## src/hw/rtl/hpfk_pkg.sv

```systemverilog
// Shared constants and the arctangent table for the head pose pipeline.
// No dependencies; imported by every module of the block.
package hpfk_pkg;

    localparam int QFRAC   = 16;
    localparam int ZW      = 26;
    localparam int OUT_W   = 14;
    localparam int LIMIT_W = 13;
    localparam int KINV_W  = 28;

    localparam logic [KINV_W-1:0]  KINV_Q28          = 28'd163008219;
    localparam logic [LIMIT_W-1:0] YAW_LIMIT_RESET   = 13'd3840;
    localparam logic [LIMIT_W-1:0] PITCH_LIMIT_RESET = 13'd2560;
    localparam logic signed [ZW-1:0] ROLL_MAX_Q16    = 26'sd5898240;

    localparam logic REG_YAW_LIMIT   = 1'b0;
    localparam logic REG_PITCH_LIMIT = 1'b1;

    function automatic logic signed [ZW-1:0] atan_q16(input int idx);
        logic signed [ZW-1:0] r;
        case (idx)
            0:  r = 26'sd2949120;
            1:  r = 26'sd1740967;
            2:  r = 26'sd919879;
            3:  r = 26'sd466945;
            4:  r = 26'sd234379;
            5:  r = 26'sd117304;
            6:  r = 26'sd58666;
            7:  r = 26'sd29335;
            8:  r = 26'sd14668;
            9:  r = 26'sd7334;
            10: r = 26'sd3667;
            11: r = 26'sd1833;
            12: r = 26'sd917;
            13: r = 26'sd458;
            14: r = 26'sd229;
            15: r = 26'sd115;
            16: r = 26'sd57;
            17: r = 26'sd29;
            18: r = 26'sd14;
            19: r = 26'sd7;
            20: r = 26'sd4;
            21: r = 26'sd2;
            22: r = 26'sd1;
            default: r = 26'sd0;
        endcase
        return r;
    endfunction

endpackage

```

## src/hw/rtl/hpfk_cordic_cell.sv

```systemverilog
// One vectoring CORDIC micro-rotation for one or more lanes, with a side payload.
// Depends on hpfk_pkg for the arctangent table.
module hpfk_cordic_cell #(
    parameter int W      = 33,
    parameter int LANES  = 1,
    parameter int SIDE_W = 1,
    parameter int STAGE  = 0
) (
    input  logic                                 clk,
    input  logic                                 rst_n,
    input  logic                                 in_valid,
    output logic                                 in_ready,
    input  logic [LANES-1:0][W-1:0]              x_in,
    input  logic [LANES-1:0][W-1:0]              y_in,
    input  logic [LANES-1:0][hpfk_pkg::ZW-1:0]   z_in,
    input  logic [SIDE_W-1:0]                    side_in,
    output logic                                 out_valid,
    input  logic                                 out_ready,
    output logic [LANES-1:0][W-1:0]              x_out,
    output logic [LANES-1:0][W-1:0]              y_out,
    output logic [LANES-1:0][hpfk_pkg::ZW-1:0]   z_out,
    output logic [SIDE_W-1:0]                    side_out
);
    import hpfk_pkg::*;

    logic                        valid_reg;
    logic [LANES-1:0][W-1:0]     x_reg, x_next;
    logic [LANES-1:0][W-1:0]     y_reg, y_next;
    logic [LANES-1:0][ZW-1:0]    z_reg, z_next;
    logic [SIDE_W-1:0]           side_reg;

    assign in_ready = !valid_reg || out_ready;

    always_comb
    begin
        for (int l = 0; l < LANES; l++)
        begin
            if (!y_in[l][W-1])
            begin
                x_next[l] = W'($signed(x_in[l]) + ($signed(y_in[l]) >>> STAGE));
                y_next[l] = W'($signed(y_in[l]) - ($signed(x_in[l]) >>> STAGE));
                z_next[l] = ZW'($signed(z_in[l]) + atan_q16(STAGE));
            end
            else
            begin
                x_next[l] = W'($signed(x_in[l]) - ($signed(y_in[l]) >>> STAGE));
                y_next[l] = W'($signed(y_in[l]) + ($signed(x_in[l]) >>> STAGE));
                z_next[l] = ZW'($signed(z_in[l]) - atan_q16(STAGE));
            end
        end
    end

    always_ff @(posedge clk or negedge rst_n)
    begin
        if (!rst_n)
            valid_reg <= 1'b0;
        else if (in_ready)
            valid_reg <= in_valid;
    end

    always_ff @(posedge clk)
    begin
        if (in_ready && in_valid)
        begin
            x_reg    <= x_next;
            y_reg    <= y_next;
            z_reg    <= z_next;
            side_reg <= side_in;
        end
    end

    assign out_valid = valid_reg;
    assign x_out     = x_reg;
    assign y_out     = y_reg;
    assign z_out     = z_reg;
    assign side_out  = side_reg;

endmodule

```

## config.mk

```make
export PLATFORM = sky130hd
export DESIGN_NAME = hpfk_cordic_cell
export DESIGN_NICKNAME = d
export VERILOG_FILES = /design/src/hw/rtl/hpfk_pkg.sv /design/src/hw/rtl/hpfk_cordic_cell.sv
export SDC_FILE = /design/constraint.sdc
export NUM_CORES = 1
export LEC_CHECK = 0
export ABC_AREA = 1
export BUFFER_PORTS_ARGS = -buffer_cell sky130_fd_sc_hd__buf_2
export CORE_ASPECT_RATIO = 1.25
export CORE_UTILIZATION = 40
export CTS_CLUSTER_SIZE = 14
export DETAILED_ROUTE_END_ITERATION = 10
export SLEW_MARGIN = 20
export SYNTH_ARGS = -nofsm -noshare
export SYNTH_HDL_FRONTEND = slang
export SYNTH_SLANG_ARGS = --single-unit
export TNS_END_PERCENT = 30
```

## constraint.sdc

```tcl
create_clock -name clk -period 7.2 [get_ports clk]
set_input_delay 0.72 -clock clk [delete_from_list [all_inputs] [get_ports clk]]
set_output_delay 0.72 -clock clk [all_outputs]
set_load 0.02 [all_outputs]
```

Word level (Yosys, flattened, before mapping)
Cells that the tools add are included.
W data, S select, Z words.
{"block": "word_totals", "ff_bits": 94, "latchBits": 0, "ram_bits": 0, "rom_bits": 0, "out_inout_bits": 95, "elab_cells": 16, "n_memories": 0}
{"block": "classes", "addsub": 5, "n_mul": 0, "n_div": 0, "order_cmp": 0, "eq_ne": 0, "shift": 0, "muxes": 3, "bitwise": 0, "reduce_logical": 3}
{"op": "$mux W33", "n": 2}
{"op": "$sub A33 B33 Y33", "n": 2}
{"op": "$add A33 B33 Y33", "n": 1}
{"op": "$add A26 B23 Y26 const B", "n": 1}
{"op": "$mux W26", "n": 1}
{"op": "$sub A26 B23 Y26 const B", "n": 1}
{"op": "$logic_and A1 B1 Y1", "n": 1}
{"op": "$logic_not A1 Y1", "n": 1}
{"op": "$logic_or A1 B1 Y1", "n": 1}

Depth between registers and ports, before layout
{"block": "logic_depth", "word_depth": 3, "mapped_depth": 17, "ltp_nobuf": 16}

Least setup slack after synthesis
Ideal clock, no wire load.
{"block": "synth_path", "kind": "input-to-reg", "from": "input port in_valid", "to": "register side_reg (netlist: side_out), enable pin", "setup_ns": 0.573, "arrival_time_ns": 5.206, "required_time_ns": 6.627, "setup_slack_ns": 1.421, "cell_stages": 2, "path_buffers": 0, "path_cell_list": "inv_1 -> a21oi_1"}
{"block": "synth_between", "elab_chain_len": 1}
{"item": "start, declared", "line_no": "hpfk_cordic_cell.sv:11", "source": "input logic in_valid,"}
{"item": "$logic_and A1 B1 Y1", "line_no": "hpfk_cordic_cell.sv:63", "source": "if (in_ready && in_valid)"}
{"item": "end signal, assigned", "line_no": "hpfk_cordic_cell.sv:68", "source": "side_reg <= side_in;"}
{"item": "end, declared", "line_no": "hpfk_cordic_cell.sv:30", "source": "logic [SIDE_W-1:0] side_reg;"}
Every way passes these cells.
A chain may end at the register's enable or synchronous reset.

==> out/metrics.yaml <==
outcome:
  status: "finished, final reports clean"
drt:
  drt-initial-drc-count: 608
  drc: 0
  wl_per_cell_um: 15.23
  vias_per_cell: 4.883
  vias: 11200
  dr.pass1.iters: 5
  wl_mm: 34.92
  drt.antenna.violating_nets: 0
clock_network:
  post_cts_buffers: 0
  htree_levels: 3
  cts_buffers: 9
  clock-sinks: 93
  post_cts_resized: 0
  cts-root-buf: "clkbuf_16"
  insertion_delay_ps: 370
  clk_pin_slew_ps: 80
  clockBufferDepth: 2
  cts_tree: "done"
  hold_buffers: 0
synthesis:
  synth_flop_cell: "edfxtp_1"
  syn_area_sq_um: 10910
  syn_area_per_cell_sq_um: 6.127
  yosys.area.top_type: "edfxtp_1"
  synth_top_cells_by_area: "edfxtp_1 25%, nand2_1 23%, inv_1 12%"
  syn_nets: 1986
  yosysTopAreaCellShare_pct: 25.32
  yosysUniqueCellTypes: 33
  yosys_register_bits: 93
  yosysSeqAreaShare_pct: 25.54
  yosysWarningCount: 0
  async_reset_ff_share_pct: 1.075
  synth_edf_count: 92
  syn_inst: 1781
critical_path:
  startpoint: "y_in[32]"
  worstPathRequired_ps: 7340
  crit-reg2reg-launch: "out_valid"
  endpoint_kind: "register"
  worst-setup-path-type: "input port to register"
  cp.arrival_ps: 3030
  critPathMaxFanout: 69
  worstSetupStartpointType: "input port"
floorplan:
  dieWidth_um: 149.7
  die_area_sq_um: 27950
  core_area_sq_um: 26830
  die_y_um: 186.7
  ios: 192
  start_util_pct: 40.68
  placementRows: 67
timing:
  fin_skew_ps: 12.36
  final.min_clock_period_ps: 2890
  clock.fmax_mhz: 346.1
  slew_headroom_pct: 42.54
  final_hold_viol_count: 0
  finalSetupTns_ps: 0
  tightestPinTransition_ps: 861.9
  whs_ps: 106.2
  finalCritPeriodShare_pct: 40.14
  drv_slew: 0
  finalSetupViolations: 0
  rsz0062_at_grt: "false"
run:
  drv_cap: 0
cells_and_area:
  nets: 2148
  syn_to_final_growth_pct: 13.55
  antenna_cells: 0
  final_cell_mix: "674 x nand2_1, 360 x inv_1, 191 x buf_2"
  drive_above_1_share_pct: 11.70
  layout_commonest_cell: "nand2_1"
global_route:
  grt_pass1_vias: 10870
  grt_use_total_pct: 25.40
  grt_first_pass_wirelength_mm: 54.70
  grt_max_degree: 71
  grt_overflow: 0
  grt_antenna_before_repair: 0
power_and_ir_drop:
  ir_worst_vdd_uv: 96.99
  power_w: 0.002012
  powerDensity_nw_per_um2: 162.4
  leakage_nw: 7.103
place:
  hpwl_mm: 29.43
  port_buffers: 191
  globalplace.congestion: 0.9776
hold_path:
  holdCritPathClass: "input port to asynchronous set/reset pin"
==> cell type report <==
| class | instances | area [sq um] |
|---|---|---|
| Multi-Input combinational cell | 1280 | 6507 |
| Sequential cell | 93 | 2788 |
| Inverter | 364 | 1366 |
| Clock inverter | 7 | 75.07 |
| Fill cell | 2981 | 14430 |
| Clock buffer | 9 | 225.2 |
| Timing Repair Buffer | 195 | 998.5 |
| Tap cell | 345 | 431.7 |
==> Yosys cell counts (2+ instances only) <==
| master | number |
|---|---|
| a21oi_1 | 83 |
| a31oi_1 | 5 |
| buf_2 | 18 |
| buf_4 | 18 |
| clkbuf_1 | 6 |
| edfxtp_1 | 92 |
| fa_1 | 4 |
| ha_1 | 104 |
| inv_1 | 360 |
| inv_2 | 4 |
| nand2_1 | 674 |
| nand2_2 | 3 |
| nand3_1 | 159 |
| nand3b_1 | 2 |
| nand4_1 | 16 |
| nor2_1 | 117 |
| nor2_2 | 4 |
| nor3_1 | 6 |
| nor3_2 | 4 |
| o21a_1 | 7 |
| o21ai_0 | 40 |
| o21ai_1 | 2 |
| o21bai_1 | 11 |
| o22ai_1 | 4 |
| o31ai_1 | 2 |
| xnor2_1 | 3 |
| xor2_1 | 27 |
==> metal layers <==
layer,vias to the layer above,wire (um),share of wire [%],global-route usage [%]
met5,-,0,0,0
met1,5004,14260,41,28.61
li1,5806,-,-,-
met2,310,17600,50,46.78
met3,77,1475,4.2,2.641
met4,0,1586,4.5,12.28
==> stage by stage <==
stage               std cells  util (%)  area, sq um  worst slack, ps
floorplan                1781         -        10910             1421
global placement         2276     45.00        12070             4018
detailed placement       2277     45.07        12090             3958
CTS                      2293     46.19        12390             4348
global route             2293     46.19        12390             4100
finish                   2293     46.19        12390             4310
==> sequential cells by signal, indices dropped and copies added (netlist names) <==
name and count:
y_out 33, x_out 32, z_out 26, out_valid 1, side_out 1
==> worst max-delay path: stages <==
cell and delay, ps:
buf_2 80, buf_4 610, inv_2 170, ha_1 410
a21oi_1 180, nand2_1 110, a21oi_1 230, nor2_1 60
o21ai_0 230, nand2_1 80, nand2_1 60, nand2_1 40
==> path summary, 6_finish.rpt <==
path,end,slack (ps),cells past startpoint
worst min-delay path,out_valid,110,1
worst min register to register,out_valid,590,2
max in group asynchronous,out_valid,7010,1
worst max-delay path,z_out[24],4310,12
worst max register to register,y_out[24],5380,3
min in group clk,z_out[11],520,1
==> power by group <==
group / total, W / internal, W / leakage (nW) / switching (W)
registers: 0.000679 / 0.000666 / 0.890 / 0.0000123
clock network: 0.000490 / 0.000246 / 0.144 / 0.000245
logic: 0.000843 / 0.000258 / 6.07 / 0.000586
==> cells by family (layout without fill, tap and decap cells) <==
group	Yosys count	count (layout)	synth area share, %
simple gates	987	987	36.76
flops	93	93	25.54
buf+inv	408	575	14.93
compound gates	155	155	7.705
xor+xnor	30	30	2.408
fa+ha+maj	108	108	12.66
(Power assumes the default switching activity.)
