[src/hw/rtl/hpfk_pkg.sv]
// Shared constants and the arctangent table for the head pose pipeline.
// No dependencies; imported by every module of the block.
package hpfk_pkg;

    localparam int QFRAC   = 16;
    localparam int ZW      = 26;
    localparam int OUT_W   = 14;
    localparam int LIMIT_W = 13;
    localparam int KINV_W  = 28;

    localparam logic [KINV_W-1:0]  KINV_Q28          = 28'd163008219;
    localparam logic [LIMIT_W-1:0] YAW_LIMIT_RESET   = 13'd3840;
    localparam logic [LIMIT_W-1:0] PITCH_LIMIT_RESET = 13'd2560;
    localparam logic signed [ZW-1:0] ROLL_MAX_Q16    = 26'sd5898240;

    localparam logic REG_YAW_LIMIT   = 1'b0;
    localparam logic REG_PITCH_LIMIT = 1'b1;

    function automatic logic signed [ZW-1:0] atan_q16(input int idx);
        logic signed [ZW-1:0] r;
        case (idx)
            0:  r = 26'sd2949120;
            1:  r = 26'sd1740967;
            2:  r = 26'sd919879;
            3:  r = 26'sd466945;
            4:  r = 26'sd234379;
            5:  r = 26'sd117304;
            6:  r = 26'sd58666;
            7:  r = 26'sd29335;
            8:  r = 26'sd14668;
            9:  r = 26'sd7334;
            10: r = 26'sd3667;
            11: r = 26'sd1833;
            12: r = 26'sd917;
            13: r = 26'sd458;
            14: r = 26'sd229;
            15: r = 26'sd115;
            16: r = 26'sd57;
            17: r = 26'sd29;
            18: r = 26'sd14;
            19: r = 26'sd7;
            20: r = 26'sd4;
            21: r = 26'sd2;
            22: r = 26'sd1;
            default: r = 26'sd0;
        endcase
        return r;
    endfunction

endpackage

[src/hw/rtl/hpfk_scale.sv]
// Two-stage multiply of the roll magnitude by 1/K, giving the doubled eye distance.
// Depends on hpfk_pkg for the reciprocal gain constant.
module hpfk_scale #(
    parameter int W      = 33,
    parameter int SIDE_W = 1
) (
    input  logic              clk,
    input  logic              rst_n,
    input  logic              in_valid,
    output logic              in_ready,
    input  logic [W-1:0]      x_in,
    input  logic [SIDE_W-1:0] side_in,
    output logic              out_valid,
    input  logic              out_ready,
    output logic [W-1:0]      d2_out,
    output logic [SIDE_W-1:0] side_out
);
    import hpfk_pkg::*;

    localparam int HW  = W - 16;
    localparam int PLW = 16 + KINV_W;
    localparam int PHW = HW + KINV_W;
    localparam int SW  = PHW + 17;

    logic              v1_reg, v2_reg;
    logic              r1, r2;
    logic [PLW-1:0]    pl_reg;
    logic [PHW-1:0]    ph_reg;
    logic [SIDE_W-1:0] s1_reg, s2_reg;
    logic [W-1:0]      d2_reg;
    logic [SW-1:0]     sum;

    assign r2       = !v2_reg || out_ready;
    assign r1       = !v1_reg || r2;
    assign in_ready = r1;

    assign sum = {1'b0, ph_reg, 16'b0} + SW'(pl_reg) + (SW'(1) << 26);

    always_ff @(posedge clk or negedge rst_n)
    begin
        if (!rst_n)
        begin
            v1_reg <= 1'b0;
            v2_reg <= 1'b0;
        end
        else
        begin
            if (r1)
                v1_reg <= in_valid;
            if (r2)
                v2_reg <= v1_reg;
        end
    end

    always_ff @(posedge clk)
    begin
        if (r1 && in_valid)
        begin
            pl_reg <= PLW'(x_in[15:0]) * PLW'(KINV_Q28);
            ph_reg <= PHW'(x_in[W-1:16]) * PHW'(KINV_Q28);
            s1_reg <= side_in;
        end
        if (r2 && v1_reg)
        begin
            d2_reg <= sum[W+26:27];
            s2_reg <= s1_reg;
        end
    end

    assign out_valid = v2_reg;
    assign d2_out    = d2_reg;
    assign side_out  = s2_reg;

endmodule

[config.mk]
export PLATFORM = sky130hd
export DESIGN_NAME = hpfk_scale
export DESIGN_NICKNAME = d
export VERILOG_FILES = /design/src/hw/rtl/hpfk_pkg.sv /design/src/hw/rtl/hpfk_scale.sv
export SDC_FILE = /design/constraint.sdc
export NUM_CORES = 1
export LEC_CHECK = 0
export BUFFER_PORTS_ARGS = -buffer_cell sky130_fd_sc_hd__buf_2
export CELL_PAD_IN_SITES_DETAIL_PLACEMENT = 1
export CELL_PAD_IN_SITES_GLOBAL_PLACEMENT = 2
export CORE_MARGIN = 1.5
export CORE_UTILIZATION = 47
export CTS_CLUSTER_DIAMETER = 50
export CTS_CLUSTER_SIZE = 28
export DETAILED_ROUTE_END_ITERATION = 6
export GPL_TIMING_DRIVEN = 0
export HOLD_SLACK_MARGIN = 0.05
export PLACE_DENSITY_LB_ADDON = 0.1
export REMOVE_ABC_BUFFERS = 1
export SETUP_SLACK_MARGIN = 0.15
export SYNTH_ARGS = -nofsm -noshare
export SYNTH_HDL_FRONTEND = slang
export SYNTH_SLANG_ARGS = --single-unit
export TNS_END_PERCENT = 50
[constraint.sdc]
create_clock -name clk -period 5.95 [get_ports clk]
set_input_delay 1.19 -clock clk [delete_from_list [all_inputs] [get_ports clk]]
set_output_delay 1.19 -clock clk [all_outputs]
set_load 0.005 [all_outputs]
# Yosys cells after proc, flatten, opt, wreduce, memory -nomap -nowiden
# Index checks and enable logic that the tools add are counted.
# W data, S select, Z words.
word_totals:
  wordCells: 17
  reg_bits: 125
  output_inout_bits: 36
op_classes:
  add_sub_neg: 2
  n_mul: 2
  n_reduce_logical: 6
ops:
  columns: ["operator", "n"]
  rows:
  - ["$add A60 B27 Y60 const B", 1]
  - ["$add A60 B44 Y60", 1]
  - ["$mul A16 B28 Y44 const B", 1]
  - ["$mul A17 B28 Y44 const B", 1]
  - ["$logic_and A1 B1 Y1", 2]
  - ["$logic_not A1 Y1", 2]
  - ["$logic_or A1 B1 Y1", 2]

# Longest topological paths before layout
# Gate-level depths: netlist of the first run.
depth:
  word_depth: 4
  ltp_mapped: 23

# Worst setup path after synthesis of the first run
# No wires, ideal clock.
synth_path:
  path_type: "input to register"
  from: "input port x_in[10]"
  to: "register pl_reg[30], data pin"
  setup_time_ps: 258
  setup_slack_ps: -896
  stages: 18
  t_required_ps: 5692
  n_path_buf: 0
  t_arrival_ps: 6588
  path_cell_list: "fa_1 -> inv_1 -> fa_1 -> inv_1 -> fa_1 -> fa_1 -> fa_1 -> inv_1 -> fa_1 -> inv_1 -> ha_1 -> a21o_1 -> a21o_1 -> a221o_1 -> o41a_1 -> a2111o_1 -> a21oi_1 -> xnor2_1"
synth_via:
  elab_chain_cells: 1
synth_lines:
  columns: ["element", "line_no", "text"]
  rows:
  - ["from (decl)", "hpfk_scale.sv:11", "input logic [W-1:0] x_in,"]
  - ["$mul A16 B28 Y44", "hpfk_scale.sv:59", "pl_reg <= PLW'(x_in[15:0]) * PLW'(KINV_Q28);"]
  - ["to (signal assigned)", "hpfk_scale.sv:59", null]
  - ["to (decl)", "hpfk_scale.sv:27", "logic [PLW-1:0] pl_reg;"]
# Every way passes these cells.
# A chain may end at the register's enable or synchronous reset.

# Final worst setup path of the first run
layout_path:
  from: "input port x_in[1]"
  to: "register pl_reg[30], data pin"
# Same word-level chain as after synthesis.

==> qor.csv, run 1 <==
metric,value,unit
Core ar.,43400,um^2
max incr delay on CP,0.58,ns
RSZ-0062 raised after global routing,yes,
critical-path cell list,buf_4 -> fa_1 -> fa_1 -> inv_1 -> fa_1 -> fa_1 -> fa_1 -> fa_1 -> inv_1 -> ha_2 -> a21oi_1 -> o21ai_2 -> a211o_1 -> o211a_1 -> o41a_1 -> a2111o_1 -> a21oi_2 -> xnor2_1,
max FFs per register,44,
relative slew slack,52.4,%
Most used DFF post-synth,edfxtp_1,
worst hold slack,0.465,ns
GRT met2 Usage,41.3,%
Worst R2R Path Depth,11,
# setup viols final,38,
number of top-level pins,74,
share of layout cells above drive strength 1,19.7,%
Num CTS Buffers,9,
post-route setup slack,-0.677,ns
mapped cell area,20800,um^2
kind of critical path,in -> reg,
R2R Path Start,pl_reg[19],
minimum clock period after layout,6.63,ns
DP Cell Count,2610,
launch point of the worst hold path,s1_reg,
sequential area share after synthesis,15.7,%
Vias,14000,
Top Usage Layer GRT,met2,
DRT Pass-1 Iters,4,
TritonCTS sink count,109,
mean routed wirelength per cell,21.0,um
met1 usage,39.2,%
Worst Setup End Kind,register,
DRC violations left,0,
CP dominant cell by count,fa_1,
R2R setup slack,2.38,ns
Die ar.,45500,um^2
Hold Crit Depth,0,
largest net degree at the start of global routing,73,
drt total wl,57.0,mm
failing checks,setup timing,
Final nets,2875,
DRT iter0 DRCs,711,
syn avg cell area,10.6,um^2
Synth-to-Final Area Change,17.5,%
Max clock buf depth,2,
register clock-pin slew on the reported worst setup and hold paths,0.08,ns
CP max-delay cell,fa_1,
Max-Cap Viols,0,
hold_buf cts,0,
worst slew pin tran,0.715,ns
worst path arrival time,6.77,ns
Detail Placement HPWL,49.0,mm
R2R Path End,d2_out[16],
# diodes,0,
GRT Overall Usage,26.7,%
ys async rst share,1.83,%
DIE WIDTH,213,um
Die H,213,um
Final Non-Filler Cells,2712,
Max Clk Rate,151,MHz
remaining global-route overflow,0,
Synth Instances,1961,
hold endpoint,side_out,
Synth warnings,0,
initial core utilization,47.9,%
gpl congestion,0.974,
vias per cell,5.18,
largest fanout on the critical path,5,
Synth Register Bits,109,
"Slew Viols, Final",0,
Setup Skew,0.0116,ns
number of port buffers,73,
number of synthesized flops with an enable pin,107,
CP startpoint,x_in[1],
global-route wire length before repair,89.6,mm
"commonest non-fill, non-tap cell in the layout",inv_1,
Cell variety after synth,59,
HP Class,reg -> reg,
met3 Resource Use GR,5.79,%
CP Data Required Time,6.09,ns
clock latency on the worst-skew pair,0.38,ns
"antenna viol nets, final",0,
"Hold Vio Cnt, Final",0,
initial antenna violation count,0,
Root Driver,clkbuf_16,
Row Count,76,
TritonCTS clock tree,built,
status,"finished, violations left",
Clock H-tree levels,3,
vias in the first global route,15800,
CP Launch Type,primary input,
most frequent cells in the layout,"540 x inv_1, 334 x fa_1, 284 x ha_1",
Final Cycle Share,111,%
Final TNS setup,-14.74,ns
[synth_stat cells, drive strengths merged, types with 3 or more instances]
library cell  instances  area share [%]
nor3                 12            0.31
o31ai                 6            0.28
and2                 10            0.30
ha                  348              21
nand3b                5            0.18
nor2                 37            0.67
and4                  8            0.34
a21o                 41             1.5
a21oi                77             1.9
a31oi                11            0.36
o21bai               11            0.45
or3                   4            0.12
nand2b               15            0.45
inv                 576              10
edfxtp              107              15
clkbuf               10            0.18
nand2                38            0.69
o211ai                7            0.25
a211oi                7            0.25
and3                 11            0.33
nor2b                 6            0.18
a211o                 4            0.17
fa                  367              35
o21a                 10            0.36
o21ai                48             1.2
nand4                16            0.48
or2                  12            0.36
xor2                 39             1.6
xnor2                60             2.5
a41oi                 3            0.13
a311o                 3            0.14
nand3                18            0.43
a221oi                3            0.13
nor4                  6            0.24
[layer usage]
layer  vias up  wire length [um]
met5         -                 0
met4         0               578
met3        36              3300
met2       260             25600
met1      7192             27600
li1       6552                 -
[how the worst max path moves through the flow]
stage	cells after the start	endpoint
after CTS	20	pl_reg[30]
after global routing	24	pl_reg[40]
after floorplan	18	pl_reg[30]
after global placement	21	pl_reg[43]
final	18	pl_reg[30]
after detailed placement	21	pl_reg[43]
[timing repair]
| item | CTS | global route |
|---|---|---|
| endpoints found under the setup margin | 56 | 56 |
| resized for setup | 284 | 73 |
| pin swaps | 136 | 81 |
| buffers inserted | 66 | 20 |
| hold endpoints to repair | 0 | 0 |
[per-stage QoR]
step	instance area [um^2]	util (%)	worst slack, ns
6_report	24400	56.3	-0.677
5_1_grt	24400	56.3	-0.816
4_1_cts	24000	55.3	-0.673
3_5_place_dp	21900	50.4	-1.84
3_3_place_gp	21800	50.4	-1.81
2_1_floorplan	20700	-	-0.896
[cell families (layout without fill, tap and decap cells)]
logic type / after synthesis / in the layout / synth area share, %
compound gates: 251 / 251 / 8.02
xor+xnor: 99 / 99 / 4.17
fa+ha+maj: 715 / 715 / 56.3
buf+inv: 586 / 752 / 10.6
flops: 109 / 109 / 15.7
simple gates: 201 / 201 / 5.20
[worst max-delay path, delay by kind of cell]
family	cells	cell delay, ns
adder cells (fa/ha/maj)	7	3.27
AO/OA/AOI/OAI	7	1.94
buffers and inverters	3	0.27
XOR/XNOR	1	0.07
[area by class of cell]
class	count	area [um^2]
Clock buffer	9	225
Clock inverter	7	83.8
Fill cell	4666	19000
Inverter	576	2170
Multi-Input combinational cell	1266	16600
Sequential cell	109	3260
Tap cell	585	732
Timing Repair Buffer	160	1330
Power of run 1 is left out: the tool's default activity adds up to more than one toggle a clock period on the data nets, which glitch-free logic cannot reach.
==> run 2: changes to the inputs <==
Settings changed: CAP_MARGIN set to 10, GPL_TIMING_DRIVEN 0 to unset, PLACE_DENSITY set to 0.89, PLACE_DENSITY_LB_ADDON 0.1 to unset.
==> run 2 against run 1 <==
The run still ends with setup timing left. Final area up 9.0%. First-iteration DRC count rose by 8.2%. Setup slack better by 0.017 ns. Non-clock buffer count increased by 357.
==> qor.csv, run 2 (synthesized netlist as in run 1, its figures left out) <==
metric,value,unit
status,"finished, violations left",
failing checks,setup timing,
CP startpoint,x_in[4],
Final Cycle Share,111,%
TritonCTS clock tree,built,
most frequent cells in the layout,"558 x inv_1, 423 x buf_4, 340 x fa_1",
"Hold Vio Cnt, Final",0,
"Slew Viols, Final",0,
Vias,15900,
CP Capture Point,pl_reg[43],
drt total wl,68.0,mm
global-route wire length before repair,105,mm
Worst Setup End Kind,register,
CP Launch Type,primary input,
# setup viols final,50,
R2R Path End,d2_out[31],
remaining global-route overflow,0,
kind of critical path,in -> reg,
Max clock buf depth,2,
RSZ-0062 raised after global routing,yes,
DIE WIDTH,213,um
CP Data Required Time,6.08,ns
CP max-delay cell,fa_1,
critical-path cell list,buf_8 -> fa_1 -> inv_2 -> fa_1 -> inv_1 -> fa_1 -> inv_2 -> fa_1 -> fa_1 -> inv_2 -> fa_1 -> ha_4 -> a21oi_2 -> o21ai_2 -> a211o_4 -> buf_4 -> buf_6 -> o211ai_1 -> buf_4 -> a32oi_4 -> o21ai_2 -> o21bai_2 -> a21oi_2 -> xnor2_1,
DRT iter0 DRCs,769,
TritonCTS sink count,109,
mean routed wirelength per cell,22.2,um
Detail Placement HPWL,59.1,mm
Core ar.,43400,um^2
Crit path buffers/inverters,8,
GRT Overall Usage,31.4,%
Max Clk Rate,151,MHz
"delay-heaviest family, CP",adder cells,
Num CTS Buffers,9,
clock latency on the worst-skew pair,0.38,ns
initial antenna violation count,2,
"antenna viol nets, final",0,
Final nets,3232,
largest net degree at the start of global routing,74,
Setup Skew,0.0179,ns
DRT Pass-1 Iters,5,
"commonest non-fill, non-tap cell in the layout",inv_1,
Die H,213,um
Max-Cap Viols,0,
CP dominant cell by count,fa_1,
number of port buffers,73,
Row Count,76,
worst slew pin tran,1.04,ns
max incr delay on CP,0.55,ns
critical path depth in cells,24,
HP Class,reg -> reg,
Clock H-tree levels,3,
max FFs per register,44,
R2R setup slack,2.20,ns
number of top-level pins,74,
# diodes,0,
post-route setup slack,-0.659,ns
minimum clock period after layout,6.61,ns
Root Driver,clkbuf_16,
register clock-pin slew on the reported worst setup and hold paths,0.08,ns
Die ar.,45500,um^2
share of layout cells above drive strength 1,29.1,%
hold_buf cts,0,
worst path arrival time,6.74,ns
Worst R2R Path Depth,10,
Final TNS setup,-20.48,ns
largest fanout on the critical path,5,
relative slew slack,30.7,%
vias per cell,5.19,
vias in the first global route,18300,
DRC violations left,0,
R2R Path Start,pl_reg[27],
Synth-to-Final Area Change,28.0,%
initial core utilization,47.9,%
gpl congestion,1.03,
run 2: final cells by class:
| class | instances | area [um^2] |
|---|---|---|
| clock inverters | 7 | 77.6 |
| clock buffers | 9 | 225 |
| flip-flops and latches | 109 | 3260 |
| fillers | 4791 | 16800 |
| well taps | 585 | 732 |
| repair buffers | 517 | 3890 |
| inverters | 576 | 2160 |
| multi-input cells | 1266 | 16200 |
run 2: stage by stage:
stage / hold WS (ns) / utilization (%) / setup slack, ns / instances / instance area, um^2
2_1_floorplan: 0.400 / - / -0.896 / 1951 / 20700
3_3_place_gp: 0.418 / 57.5 / -1.20 / 3022 / 25000
3_5_place_dp: 0.443 / 57.5 / -1.31 / 3022 / 25000
4_1_cts: 0.467 / 60.5 / -0.687 / 3058 / 26200
5_1_grt: 0.466 / 61.3 / -0.822 / 3069 / 26600
6_report: 0.452 / 61.3 / -0.659 / 3069 / 26600
run 2: repair_timing:
item                                    4_1_cts  5_1_grt
endpoints found under the setup margin       59       59
buffers inserted                             20       11
gates resized for setup                     187       64
gates cloned                                  0        0
pin swaps                                    98       76
run 2: layer usage:
metal  track usage [%]  part of all wire (%)
met5                 0                 0.038
met4              4.03                   1.0
met3              5.75                   5.7
met2              51.6                    47
met1              44.3                    46
run 2: worst min path at each step:
stage / startpoint / end / slack [ns] / cells past startpoint
3_3_place_gp: s1_reg / side_out / 0.42 / 0
6_report: s1_reg / side_out / 0.45 / 0
4_1_cts: s1_reg / side_out / 0.47 / 0
3_5_place_dp: s1_reg / side_out / 0.44 / 0
5_1_grt: s1_reg / side_out / 0.47 / 0
2_1_floorplan: s1_reg / side_out / 0.40 / 0
run 2: worst reg2reg max path: stages (launching register included):
cell and delay (ns):
edfxtp_1 0.46, ha_1 0.33, ha_1 0.37, o21ai_1 0.11
a21oi_1 0.37, nand4_1 0.26, o31ai_4 0.41, a31oi_2 0.27
nor4_2 0.57, nand4_1 0.21, xnor2_1 0.16
Power of run 2 is left out for the same reason.
